**src/hw/rtl/ipcg_pkg.sv**
```systemverilog
package ipcg_pkg;

    // default fixed-point position format
    localparam int POS_FRAC_BITS_DEF = 10;

    // register indexes
    localparam logic [7:0] REG_SPACING_X = 8'd0;
    localparam logic [7:0] REG_SPACING_Y = 8'd1;
    localparam logic [7:0] REG_COLUMNS   = 8'd2;
    localparam logic [7:0] REG_ROWS      = 8'd3;

    // register reset values
    localparam logic [20:0] SPACING_RST = 21'd65536;
    localparam logic [15:0] PIXELS_RST  = 16'd256;

    // result kinds
    localparam logic [2:0] KIND_TLC    = 3'd0;
    localparam logic [2:0] KIND_TRC    = 3'd1;
    localparam logic [2:0] KIND_BLC    = 3'd2;
    localparam logic [2:0] KIND_BRC    = 3'd3;
    localparam logic [2:0] KIND_NORMAL = 3'd4;

    // internal widths
    localparam int TLC_W  = 33;
    localparam int CR_W   = 33;
    localparam int SQ_W   = 63;
    localparam int ACC_W  = 50;
    localparam int QDEPTH = 4;
    localparam int QPTR_W = $clog2(QDEPTH);
    localparam int QCNT_W = $clog2(QDEPTH + 1);

    // configuration registers
    typedef struct packed {
        logic [20:0] spacing_x;
        logic [20:0] spacing_y;
        logic [15:0] columns;
        logic [15:0] rows;
    } t_cfg;

    // one classified item between front and back
    typedef struct packed {
        logic [3:0][2:0][31:0]      corner;
        logic [2:0][TLC_W-1:0]      tlc;
        logic [2:0][CR_W-1:0]       cr;
        logic [2:0][SQ_W-1:0]       sq;
        logic                       fov_zero;
    } t_qent;

    // arithmetic right shift rounding to nearest, ties away from zero
    function automatic logic signed [63:0] rnd_shift(input logic signed [63:0] v,
                                                     input int unsigned s);
        logic signed [63:0] h;
        logic signed [63:0] t;
        h = 64'sd1 <<< (s - 1);
        t = v + h - $signed({63'd0, v[63]});
        return t >>> s;
    endfunction

    // saturate to signed 32 bits
    function automatic logic [31:0] sat32(input logic signed [63:0] v);
        if (v > 64'sd2147483647) begin
            return 32'h7fff_ffff;
        end else if (v < -64'sd2147483648) begin
            return 32'h8000_0000;
        end
        return v[31:0];
    endfunction

endpackage

```
**src/hw/rtl/ipcg_fifo.sv**
```systemverilog
module ipcg_fifo (
    input  logic             i_clk,
    input  logic             i_rst_n,
    input  logic             i_push,
    input  ipcg_pkg::t_qent  i_ent,
    input  logic             i_pop,
    output logic             o_valid,
    output ipcg_pkg::t_qent  o_ent
);

    ipcg_pkg::t_qent             r_mem [ipcg_pkg::QDEPTH];
    logic [ipcg_pkg::QPTR_W-1:0] r_wp, r_rp;
    logic [ipcg_pkg::QCNT_W-1:0] r_cnt;

    // storage
    always_ff @(posedge i_clk) begin
        if (i_push) begin
            r_mem[r_wp] <= i_ent;
        end
    end

    // pointers and fill count
    always_ff @(posedge i_clk) begin
        if (!i_rst_n) begin
            r_wp  <= '0;
            r_rp  <= '0;
            r_cnt <= '0;
        end else begin
            if (i_push) begin
                r_wp <= r_wp + 1'b1;
            end
            if (i_pop) begin
                r_rp <= r_rp + 1'b1;
            end
            r_cnt <= r_cnt + ipcg_pkg::QCNT_W'(i_push) - ipcg_pkg::QCNT_W'(i_pop);
        end
    end

    assign o_valid = (r_cnt != '0);
    assign o_ent   = r_mem[r_rp];

endmodule

```
**config.mk**
```make
export PLATFORM = sky130hd
export DESIGN_NAME = ipcg_fifo
export DESIGN_NICKNAME = d
export VERILOG_FILES = /design/src/hw/rtl/ipcg_pkg.sv /design/src/hw/rtl/ipcg_fifo.sv
export SDC_FILE = /design/constraint.sdc
export NUM_CORES = 2
export LEC_CHECK = 0
export BUFFER_PORTS_ARGS = -buffer_cell sky130_fd_sc_hd__buf_2
export CAP_MARGIN = 20
export CORE_UTILIZATION = 30
export DETAILED_ROUTE_END_ITERATION = 8
export GPL_TIMING_DRIVEN = 0
export MAX_ROUTING_LAYER = met4
export PLACE_DENSITY_LB_ADDON = 0.25
export SETUP_SLACK_MARGIN = 0.4
export SKIP_CTS_REPAIR_TIMING = 1
export SYNTH_ARGS = -nofsm -noshare
export SYNTH_HDL_FRONTEND = slang
export SYNTH_SLANG_ARGS = --single-unit
```
**constraint.sdc**
```tcl
create_clock -name i_clk -period 43.4 [get_ports i_clk]
set_input_delay 8.68 -clock i_clk [delete_from_list [all_inputs] [get_ports i_clk]]
set_output_delay 8.68 -clock i_clk [all_outputs]
set_load 0.05 [all_outputs]
```
==> out/results.tsv <==
metric	value	unit
status	complete, no violations	
top cell type's share of synthesized area	83.23	%
total number of vias	53480	
# nets final	6820	
critical path's largest stage delay	650	ps
CP most frequent cell	buf_2	
Final Hold Fails	0	
die extent in x	611.4	um
Mapped Nets	4857	
count of final setup violators	0	
Primary FF master, synth	edfxtp_1	
H-tree depth	5	
nature of the critical path startpoint	flip-flop	
Area growth syn-to-layout	23.93	%
top-count cell post-synth	edfxtp_1	
max_cap viols	0	
HPWL after DPL	245.8	mm
Post-Syn Area per Cell	27.35	um2
Ys Warns	0	
Worst EP arrival	3840	ps
Die ar.	373800	um2
CTS buffer count	341	
grt ovf	0	
maximum vdd drop	0.03880	mV
Core Area	369100	um2
mapped cell area	111400	um2
cell family with most CP delay	buffers and inverters	
Seq/Total Area, Yosys	83.39	%
Critical-path top delay cell	clkbuf_1	
Worst Path Buf+Inv	4	
Fin Hold WS	559.9	ps
Gate Count Post-Synth	4074	
overall routed net length	337.1	mm
CTS root buffer	clkbuf_16	
DR WL/cell	29.66	um
Tmin final	12520	ps
ys async rst share	0	%
row count	223	
Port Buf Inserts	1548	
static leakage	0.04541	uW
I/O pin count	1549	
CP Data Required Time	34720	ps
vias per cell	4.706	
drt initial violations	4218	
synth unique cells	20	
iteration count of the initial detailed-routing pass	7	
starting density of the core	30.18	%
top post-synthesis cells by area	edfxtp_1 (83%), mux4_2 (16%), buf_2 (0.42%)	
area leader, netlist	edfxtp_1	
fin crit share	28.85	%
Worst Hold Class	reg2reg	
number of synthesized register bits	3097	
clock tree sinks	3097	
TritonCTS clock tree	built	
Tot GR Track Use	18.10	%
Worst Tran Pin Value	982.5	ps
crit path cell chain	buf_2 > buf_2 > clkbuf_1 > mux4_2 > buf_2	
chip height	611.4	um
Post-synth top cells	edfxtp_1 (3088), mux4_2 (772), buf_2 (93)	
Slew Viols, Final	0	
vias in the first global route	55050	
initial antenna violation count	311	
placed instance area	127300	um2
CP max FO	10	
Placer Congestion	0.7981	
CP Class	reg2out	
Power Density	52.54	nW/um2
Final Cell Area	138100	um2
Max clock buf depth	4	
clock skew	41.63	ps
Residual DRC	0	
Crit. End Element	primary output	
Worst-path clk slew	60	ps
Worst-Skew Late Latency	910	ps
global-route wire length before repair	455.8	mm
RSZ-0062 raised after global routing	no	
Post-DRT Antenna Nets	0	
largest net degree at the start of global routing	54	
Max Clk Rate	79.86	MHz
max_slew headroom	34.50	%
layout cell share with drive strength beyond 1	46.73	%
count of flip-flops with a built-in enable after synthesis	3088	
# fillers	33590	
[tightest hold or removal path, stage by stage, from the launching register on]
cell	delay [ps]
dfxtp_1	330
nand3b_1	90
a21oi_1	80
[sequential cells by signal (all words and copies together), names as in the netlist, named ones only]
signal / cells
r_cnt: 3
r_rp: 2
r_wp: 2
r_mem: 3088
[cells in the final DEF, fill, tap and decap left out, drive strengths merged, types with 2 or more instances in the layout]
cell type	Yosys	layout
xnor2	2	2
and2	6	6
mux4	772	772
edfxtp	3088	3088
buf	164	1784
nor2	5	5
clkinvlp	0	7
dfxtp	9	9
clkinv	0	152
inv	7	27
diode	0	112
bufinv	0	13
clkbuf	8	424
ha	6	6
[through the flow]
stage               cells  worst slack (ps)  utilization (%)  setup TNS [ps]  total power (uW)
floorplan            4074             16200                -               0              4320
global route        11350             30520            37.39               0              7486
global placement    10570             -1956            33.96        -4760910              4813
CTS                 11250             30460            37.32               0              7350
finish              11360             30880            37.40               0              7254
detailed placement  10640             31500            34.47               0              4606
[logic make-up (layout without fill, tap and decap cells)]
kind of cell | after synthesis | count (layout) | share of synthesized area (%)
adder cells (fa/ha/maj) | 7 | 7 | 0.08535
other | 0 | 112 | 0
AO/OA/AOI/OAI | 2 | 2 | 0.01347
multiplexers | 773 | 773 | 15.62
XOR/XNOR | 3 | 3 | 0.03706
AND/OR/NAND/NOR | 13 | 13 | 0.06290
buffers and inverters | 179 | 2407 | 0.7918
flip-flops | 3097 | 3097 | 83.39
[report_power, final]
group	internal (uW)	switching, uW
logic	283	773
clock network	1550	1180
registers	3440	25.5
total	5270	1980
[path summary, 6_finish.rpt]
| kind | to | depth (start not counted) | from | slack (ps) |
|---|---|---|---|---|
| setup / recovery | o_ent[547] | 5 | flip-flop | 30880 |
| setup reg to reg | r_mem[0][574]$_DFFE_PP_ | 8 | r_wp[0]$_SDFFE_PN0P_ | 40060 |
| hold reg to reg | r_rp[1]$_SDFFE_PN0P_ | 2 | r_rp[0]$_SDFFE_PN0P_ | 560 |
| hold / removal | r_rp[1]$_SDFFE_PN0P_ | 2 | r_rp[0]$_SDFFE_PN0P_ | 560 |
[cell type report]
cell class | count | area [um2] | share of cell area [%]
Clock buffer | 416 | 8941 | 6.476
Multi-Input combinational cell | 798 | 17630 | 12.77
Timing Repair Buffer | 1620 | 9662 | 6.998
Sequential cell | 3097 | 92910 | 67.29
Antenna cell | 112 | 280.3 | 0.2030
Inverter | 7 | 26.28 | 0.01903
Tap cell | 4950 | 6193 | 4.486
Buffer | 172 | 855.8 | 0.6199
Clock inverter | 192 | 1572 | 1.138
[metal layers]
layer,share of wire [%],track usage [%]
met5,0,-
met4,4.2,6.463
met3,9.0,6.051
met2,51,30.71
met1,36,19.74
No activity file was read; power rests on OpenSTA's default activity.
