===== src/hw/rtl/ipcg_pkg.sv =====
package ipcg_pkg;

    // default fixed-point position format
    localparam int POS_FRAC_BITS_DEF = 10;

    // register indexes
    localparam logic [7:0] REG_SPACING_X = 8'd0;
    localparam logic [7:0] REG_SPACING_Y = 8'd1;
    localparam logic [7:0] REG_COLUMNS   = 8'd2;
    localparam logic [7:0] REG_ROWS      = 8'd3;

    // register reset values
    localparam logic [20:0] SPACING_RST = 21'd65536;
    localparam logic [15:0] PIXELS_RST  = 16'd256;

    // result kinds
    localparam logic [2:0] KIND_TLC    = 3'd0;
    localparam logic [2:0] KIND_TRC    = 3'd1;
    localparam logic [2:0] KIND_BLC    = 3'd2;
    localparam logic [2:0] KIND_BRC    = 3'd3;
    localparam logic [2:0] KIND_NORMAL = 3'd4;

    // internal widths
    localparam int TLC_W  = 33;
    localparam int CR_W   = 33;
    localparam int SQ_W   = 63;
    localparam int ACC_W  = 50;
    localparam int QDEPTH = 4;
    localparam int QPTR_W = $clog2(QDEPTH);
    localparam int QCNT_W = $clog2(QDEPTH + 1);

    // configuration registers
    typedef struct packed {
        logic [20:0] spacing_x;
        logic [20:0] spacing_y;
        logic [15:0] columns;
        logic [15:0] rows;
    } t_cfg;

    // one classified item between front and back
    typedef struct packed {
        logic [3:0][2:0][31:0]      corner;
        logic [2:0][TLC_W-1:0]      tlc;
        logic [2:0][CR_W-1:0]       cr;
        logic [2:0][SQ_W-1:0]       sq;
        logic                       fov_zero;
    } t_qent;

    // arithmetic right shift rounding to nearest, ties away from zero
    function automatic logic signed [63:0] rnd_shift(input logic signed [63:0] v,
                                                     input int unsigned s);
        logic signed [63:0] h;
        logic signed [63:0] t;
        h = 64'sd1 <<< (s - 1);
        t = v + h - $signed({63'd0, v[63]});
        return t >>> s;
    endfunction

    // saturate to signed 32 bits
    function automatic logic [31:0] sat32(input logic signed [63:0] v);
        if (v > 64'sd2147483647) begin
            return 32'h7fff_ffff;
        end else if (v < -64'sd2147483648) begin
            return 32'h8000_0000;
        end
        return v[31:0];
    endfunction

endpackage


===== src/hw/rtl/ipcg_back.sv =====
module ipcg_back (
    input  logic             i_clk,
    input  logic             i_rst_n,
    input  logic             i_valid,
    input  ipcg_pkg::t_qent  i_ent,
    output logic             o_pop,
    output logic             o_m_tvalid,
    input  logic             i_m_tready,
    output logic [127:0]     o_m_tdata,
    output logic [3:0]       o_m_tuser,
    output logic             o_m_tlast
);

    typedef enum logic [5:0] {
        ST_IDLE = 6'b000001,
        ST_SUM  = 6'b000010,
        ST_SQRT = 6'b000100,
        ST_DIV  = 6'b001000,
        ST_DOT  = 6'b010000,
        ST_DONE = 6'b100000
    } t_state;

    t_state              r_st;
    logic [63:0]         r_x, r_r, r_b;
    logic [4:0]          r_cnt;
    logic [31:0]         r_len;
    logic [32:0]         r_rem [3];
    logic [14:0]         r_num [3];
    logic [14:0]         r_q [3];
    logic signed [15:0]  r_n [3];
    logic signed [ipcg_pkg::ACC_W-1:0] r_acc;
    logic [1:0]          r_dcnt;
    logic                r_deg;
    logic [2:0]          r_emit;

    logic                r_ov;
    logic [2:0]          r_kind;
    logic [31:0]         r_ox, r_oy, r_oz, r_ooff;
    logic                r_odeg, r_olast;

    logic [63:0]         w_s2, w_rb, w_rn;
    logic                w_ge;
    logic [31:0]         w_abs [3];
    logic [46:0]         w_num [3];
    logic [33:0]         w_t [3];
    logic                w_dge [3];
    logic [14:0]         w_qf [3];
    logic signed [ipcg_pkg::ACC_W-1:0] w_prod;
    logic [31:0]         w_off;
    logic                w_free, w_corner_go, w_norm_go, w_busy;

    // sum of squares
    assign w_s2 = 64'(i_ent.sq[0]) + 64'(i_ent.sq[1]) + 64'(i_ent.sq[2]);

    // one square root step
    assign w_rb = r_r + r_b;
    assign w_ge = (r_x >= w_rb);
    assign w_rn = w_ge ? ((r_r >> 1) + r_b) : (r_r >> 1);

    // divider setup and one quotient bit per lane
    always_comb begin
        for (int i = 0; i < 3; i++) begin
            w_abs[i] = i_ent.cr[i][ipcg_pkg::CR_W-1]
                     ? 32'(-$signed(i_ent.cr[i])) : i_ent.cr[i][31:0];
            w_num[i] = {1'b0, w_abs[i], 14'd0} + 47'(w_rn[31:1]);
            w_t[i]   = {r_rem[i], r_num[i][14]};
            w_dge[i] = (w_t[i] >= {2'b00, r_len});
            w_qf[i]  = {r_q[i][13:0], w_dge[i]};
        end
    end

    // dot product term and final offset
    assign w_prod = ipcg_pkg::ACC_W'($signed(i_ent.tlc[r_dcnt])) * ipcg_pkg::ACC_W'(r_n[r_dcnt]);
    assign w_off  = r_deg ? 32'd0 : ipcg_pkg::sat32(ipcg_pkg::rnd_shift(64'(r_acc), 14));

    // result scheduling
    assign w_free      = !r_ov || i_m_tready;
    assign w_busy      = (r_st == ST_SQRT) || (r_st == ST_DIV) || (r_st == ST_DOT) ||
                         (r_st == ST_DONE);
    assign w_corner_go = w_free && w_busy && (r_emit < ipcg_pkg::KIND_NORMAL);
    assign w_norm_go   = w_free && (r_st == ST_DONE) && (r_emit == ipcg_pkg::KIND_NORMAL);
    assign o_pop       = w_norm_go;

    // sequencer
    always_ff @(posedge i_clk) begin
        if (!i_rst_n) begin
            r_st   <= ST_IDLE;
            r_emit <= ipcg_pkg::KIND_TLC;
        end else begin
            if (w_corner_go) begin
                r_emit <= r_emit + 3'd1;
            end
            case (r_st)
                ST_IDLE: begin
                    if (i_valid) begin
                        r_st <= ST_SUM;
                    end
                end
                ST_SUM: begin
                    if ((w_s2 == '0) || i_ent.fov_zero) begin
                        r_st <= ST_DONE;
                    end else begin
                        r_st <= ST_SQRT;
                    end
                end
                ST_SQRT: begin
                    if (r_cnt == 5'd31) begin
                        r_st <= ST_DIV;
                    end
                end
                ST_DIV: begin
                    if (r_cnt == 5'd14) begin
                        r_st <= ST_DOT;
                    end
                end
                ST_DOT: begin
                    if (r_dcnt == 2'd2) begin
                        r_st <= ST_DONE;
                    end
                end
                ST_DONE: begin
                    if (w_norm_go) begin
                        r_st   <= ST_IDLE;
                        r_emit <= ipcg_pkg::KIND_TLC;
                    end
                end
                default: begin
                    r_st <= ST_IDLE;
                end
            endcase
        end
    end

    // normal datapath
    always_ff @(posedge i_clk) begin
        case (r_st)
            ST_SUM: begin
                r_deg <= (w_s2 == '0) || i_ent.fov_zero;
                r_x   <= w_s2;
                r_r   <= '0;
                r_b   <= 64'd1 << 62;
                r_cnt <= '0;
                r_acc <= '0;
                for (int i = 0; i < 3; i++) begin
                    r_n[i] <= '0;
                end
            end
            ST_SQRT: begin
                if (w_ge) begin
                    r_x <= r_x - w_rb;
                end
                r_r   <= w_rn;
                r_b   <= r_b >> 2;
                r_cnt <= r_cnt + 5'd1;
                if (r_cnt == 5'd31) begin
                    r_len <= w_rn[31:0];
                    r_cnt <= '0;
                    for (int i = 0; i < 3; i++) begin
                        r_rem[i] <= {1'b0, w_num[i][46:15]};
                        r_num[i] <= w_num[i][14:0];
                        r_q[i]   <= '0;
                    end
                end
            end
            ST_DIV: begin
                r_cnt <= r_cnt + 5'd1;
                for (int i = 0; i < 3; i++) begin
                    r_rem[i] <= w_dge[i] ? 33'(w_t[i] - {2'b00, r_len}) : w_t[i][32:0];
                    r_num[i] <= r_num[i] << 1;
                    r_q[i]   <= w_qf[i];
                    if (r_cnt == 5'd14) begin
                        if (!i_ent.cr[i][ipcg_pkg::CR_W-1] && (i_ent.cr[i] != '0)) begin
                            r_n[i] <= -$signed({1'b0, w_qf[i]});
                        end else begin
                            r_n[i] <= $signed({1'b0, w_qf[i]});
                        end
                    end
                end
                r_dcnt <= '0;
            end
            ST_DOT: begin
                r_acc  <= r_acc + w_prod;
                r_dcnt <= r_dcnt + 2'd1;
            end
            default: begin
            end
        endcase
    end

    // output register
    always_ff @(posedge i_clk) begin
        if (!i_rst_n) begin
            r_ov <= 1'b0;
        end else if (w_corner_go || w_norm_go) begin
            r_ov <= 1'b1;
        end else if (i_m_tready) begin
            r_ov <= 1'b0;
        end
    end

    always_ff @(posedge i_clk) begin
        if (w_corner_go) begin
            r_kind  <= r_emit;
            r_ox    <= i_ent.corner[r_emit[1:0]][0];
            r_oy    <= i_ent.corner[r_emit[1:0]][1];
            r_oz    <= i_ent.corner[r_emit[1:0]][2];
            r_ooff  <= '0;
            r_odeg  <= r_deg;
            r_olast <= 1'b0;
        end else if (w_norm_go) begin
            r_kind  <= ipcg_pkg::KIND_NORMAL;
            r_ox    <= 32'(r_n[0]);
            r_oy    <= 32'(r_n[1]);
            r_oz    <= 32'(r_n[2]);
            r_ooff  <= w_off;
            r_odeg  <= r_deg;
            r_olast <= 1'b1;
        end
    end

    assign o_m_tvalid = r_ov;
    assign o_m_tdata  = {r_ooff, r_oz, r_oy, r_ox};
    assign o_m_tuser  = {r_odeg, r_kind};
    assign o_m_tlast  = r_olast;

endmodule


===== config.mk =====
export PLATFORM = sky130hd
export DESIGN_NAME = ipcg_back
export DESIGN_NICKNAME = d
export VERILOG_FILES = /design/src/hw/rtl/ipcg_pkg.sv /design/src/hw/rtl/ipcg_back.sv
export SDC_FILE = /design/constraint.sdc
export NUM_CORES = 2
export LEC_CHECK = 0
export ABC_AREA = 1
export BUFFER_PORTS_ARGS = -buffer_cell sky130_fd_sc_hd__buf_2
export CORE_ASPECT_RATIO = 1.2
export CORE_MARGIN = 2
export CORE_UTILIZATION = 55
export DETAILED_ROUTE_END_ITERATION = 7
export PLACE_DENSITY = 0.79
export SLEW_MARGIN = 15
export SYNTH_ARGS = -nofsm -noshare
export SYNTH_HDL_FRONTEND = slang
export SYNTH_SLANG_ARGS = --single-unit

===== constraint.sdc =====
create_clock -name i_clk -period 12.7 [get_ports i_clk]
set_input_delay 1.905 -clock i_clk [delete_from_list [all_inputs] [get_ports i_clk]]
set_output_delay 1.905 -clock i_clk [all_outputs]
set_load 0.01 [all_outputs]

==> impl.org <==
** Outcome
- The flow ran to the end, but the final reports show violations.
- Violations in the final reports :: DRC

** Clock tree
- In this run the deepest clock path goes through 3 buffers.
- TritonCTS built the clock tree.
- Clk pin slew, worst setup/hold paths :: 0.07 ns
- In this run, post-CTS hold repair placed 0 buffers.
- In this run, CTS created clock tree buffers numbering 72.
- Root buffer cell :: sky130_fd_sc_hd__clkbuf_16
- The clock drives 601 sinks.
- Gates resized, CTS repair :: 0
- Number of levels in the clock H-tree :: 3
- Buffers added to address setup during post-CTS repair amount to 0.
- Source-to-sink clock delay at the later pin of the worst-skew pair :: 0.73 ns

** Min path
- Classification of the worst-slack hold path :: flop to flop

** STA
- Fmax achieved :: 103 MHz
- Clock skew on the completed layout was measured at 0.0415 ns.
- Ratio of final minimum period to clock period :: 76.5%
- Hold timing on the final database bottoms out at a slack of 0.449 ns.
- Final slew viol count :: 0
- Setup violations remaining at the end of the flow were counted as 0.
- In this run the tightest slew margin relative to its limit is 6.51%.
- Transition time at the pin with the least slew margin :: 1.39 ns
- The count of endpoints failing hold in the final timing report was 0.
- Clock period minus final worst setup slack :: 9.72 ns
- Setup repair after global routing left no endpoint under its margin.
- Adding up every negative setup slack in the final design gives 0 ns.

** Placement
- Final weighted congestion of routability-driven global placement :: 1.18
- Detailed placement ended at an HPWL of 301 mm.
- The placed instances occupy a cell area of 85700 um2.
- Port Buf Inserts :: 910

** Die
- Floorplan die width :: 351 um
- Floorplan die area :: 147000 um2
- Placeable Area :: 143000 um2
- Ports :: 911
- The initial utilization of the core area, before any placement, comes to 55.4%.
- The floorplan step set the die height to 420 um.
- Number of standard-cell rows in the floorplan :: 152

** Finish
- Final cell utilization of the core :: 61.8%
- Number of inserted filler cells in the final layout :: 12700
- The sequential cells in the finished layout cover a total of 17600 um2.
- The post-route netlist has 11.1% of its cells at a drive strength greater than 1.
- Area of combinational cells with multiple inputs :: 53500 um2
- Nets@finish :: 13700
- Synthesis-to-layout area growth :: 11.6%
- Once layout is done, the placed cells without fillers occupy 88400 um2.

** Yosys
- In the synthesized netlist, the cells that appear most often are sky130_fd_sc_hd__nand2_1 (2673), sky130_fd_sc_hd__inv_1 (1895), sky130_fd_sc_hd__nor2_1 (1067).
- Measured against the total synthesized area, the mux share comes to 0.0505%.
- In this run the mean area of a mapped cell was 7.17 um2.
- In this run the cell area of the synthesized design comes to 79300 um2.
- Largest family of logic cells by synthesized area :: adder cells
- The number of nets handed over by synthesis was 13000.
- Counting flops with a built-in enable in the synthesized netlist gives 555.
- The top cell type by area accounts for 21.0% of the synthesized area.
- Sequential cell area fraction in the yosys report :: 22.2%
- The synthesized design contains 601 register bits.
- Summing the areas of all and, or, nand and nor instances in the mapped netlist gives 23.9% of the synthesized area.
- In the post-synthesis netlist, the biggest area contributors are sky130_fd_sc_hd__edfxtp_1 (21%), sky130_fd_sc_hd__fa_1 (16%), sky130_fd_sc_hd__nand2_1 (13%).
- Counting flops with an async set or reset pin after synthesis yields a share of 0%.
- Post-synthesis share of cell area spent on xor and xnor gates :: 4.25%
- Top-count cell post-synth :: sky130_fd_sc_hd__nand2_1
- The synthesized netlist devotes 15.1% of its cell area to compound gates.
- Yosys mapped the design onto 69 distinct sky130hd cell types.
- Yosys printed 0 warnings.
- Area leader, netlist :: sky130_fd_sc_hd__edfxtp_1
- The synthesized netlist devotes 24.0% of its cell area to adder and majority cells.
- Syn Inst Count :: 11100
- Dominant register cell in the synthesized netlist :: sky130_fd_sc_hd__edfxtp_1

** Worst setup path
- STA classifies the critical path startpoint as a primary input.
- Crit-path slowest cell :: sky130_fd_sc_hd__a32oi_1
- Cell occurring most often along the worst timing path :: sky130_fd_sc_hd__inv_1
- Delay contributed by the slowest stage of the critical path :: 1.02 ns
- Data on the critical path arrives at its endpoint at 10.27 ns.
- Sort of element at the end of the critical path :: flop
- Category of the critical setup timing path :: primary input to flop
- Data on the critical path is required at its endpoint by 13.26 ns.
- CP max FO :: 15

** GRT
- The via count of the first global-routing pass came to 83700.
- In the global route stage, overall resource usage came out at 52.4%.
- The number of antenna violations at the first check in global routing was 148.
- The first global-routing pass estimated 555 mm of wire.
- Maximum number of pins on one net before global-route repair :: 159
- Gr ovfl total :: 0

** Routing
- The first TritonRoute pass finished after 8 iterations.
- Total length of routed wires :: 382 mm
- Vias after detailed routing :: 86200
- Post-route ant nets :: 0
- After detailed routing, the average wire length per cell comes to 27.5 um.
- After detailed routing, the number of vias per cell comes to 6.21.
- First-iteration detailed-routing DRC count :: 12300
- For this run, design rule violations remaining after detail routing come to 2.

** Job
- The tool flagged a number of max-cap violations equal to 0.
==> worst paths after layout <==
check | start | to | slack (ns) | depth (start not counted)
hold reg to reg | r_ooff[16]$_SDFFE_PP0P_ | r_ooff[16]$_SDFFE_PP0P_ | 0.45 | 2
setup / recovery | i_ent[293] | r_acc[49]$_SDFFCE_PP0P_ | 2.98 | 29
hold / removal | r_ooff[16]$_SDFFE_PP0P_ | r_ooff[16]$_SDFFE_PP0P_ | 0.45 | 2
setup reg to reg | r_r[6]$_SDFFCE_PN0P_ | r_rem[0][55]$_DFFE_PP_ | 3.10 | 48
==> sequential cells by signal, summed over array words and instances, names as in the netlist, 32 cells and up, named ones only <==
| register | count |
|---|---|
| r_ox | 32 |
| r_oy | 32 |
| r_q | 42 |
| r_n | 48 |
| r_len | 32 |
| r_r | 64 |
| r_oz | 32 |
| r_ooff | 32 |
| r_x | 64 |
| r_acc | 50 |
| r_b | 32 |
| r_rem | 99 |
==> critical path, delay by kind of cell <==
family          cells  cell delay, ns
compound gates     10            2.81
simple gates        5            1.29
fa+ha+maj           7            3.20
buf+inv             7            1.04
==> layout make-up <==
cell class / count / share of cell area (%)
multi-input combinational: 8256 / 60.5
timing repair buffer: 983 / 5.86
clock buffer: 87 / 2.18
tap: 1925 / 2.72
sequential: 601 / 19.9
clock inverter: 40 / 0.436
antenna: 93 / 0.263
inverter: 1907 / 8.11
==> cell usage in the layout, fill, tap and decap left out, types with 72 or more instances in the layout <==
master,n
sky130_fd_sc_hd__nand2_1,2668
sky130_fd_sc_hd__inv_1,1894
sky130_fd_sc_hd__nor2_1,1059
sky130_fd_sc_hd__buf_2,910
sky130_fd_sc_hd__a21oi_1,836
sky130_fd_sc_hd__o21ai_0,721
sky130_fd_sc_hd__fa_1,625
sky130_fd_sc_hd__edfxtp_1,555
sky130_fd_sc_hd__ha_1,522
sky130_fd_sc_hd__nand3_1,393
sky130_fd_sc_hd__xor2_1,228
sky130_fd_sc_hd__xnor2_1,157
sky130_fd_sc_hd__nor3_1,118
sky130_fd_sc_hd__or2_2,94
sky130_fd_sc_hd__diode_2,93
sky130_fd_sc_hd__nand4_1,75
sky130_fd_sc_hd__o211ai_1,75
sky130_fd_sc_hd__a31oi_1,75
sky130_fd_sc_hd__clkbuf_16,73
sky130_fd_sc_hd__o22ai_1,72
==> layer usage <==
layer / global-route usage, % / up-vias / part of all wire [%]
met1: 55.9 / 40200 / 33
met4: 47.8 / 74 / 11
met5: 3.85 / - / 0.17
met2: 76.8 / 6349 / 43
li1: - / 37500 / -
met3: 24.3 / 2066 / 13
==> stage by stage <==
stage               instances  setup slack [ns]
detailed placement      13700              3.15
CTS                     13800              3.57
global placement        13700              3.25
finish                  13900              2.98
floorplan               11100              3.92
global route            13800              2.54
==> logic make-up after synthesis <==
kind of cell    count (synthesis)
xor+xnor                      385
buf+inv                      2204
flops                         601
simple gates                 4590
fa+ha+maj                    1147
compound gates               2130
mux                             4
Power is left out: the tool's default activity adds up to more than one toggle a clock period on the data nets, which glitch-free logic cannot reach.
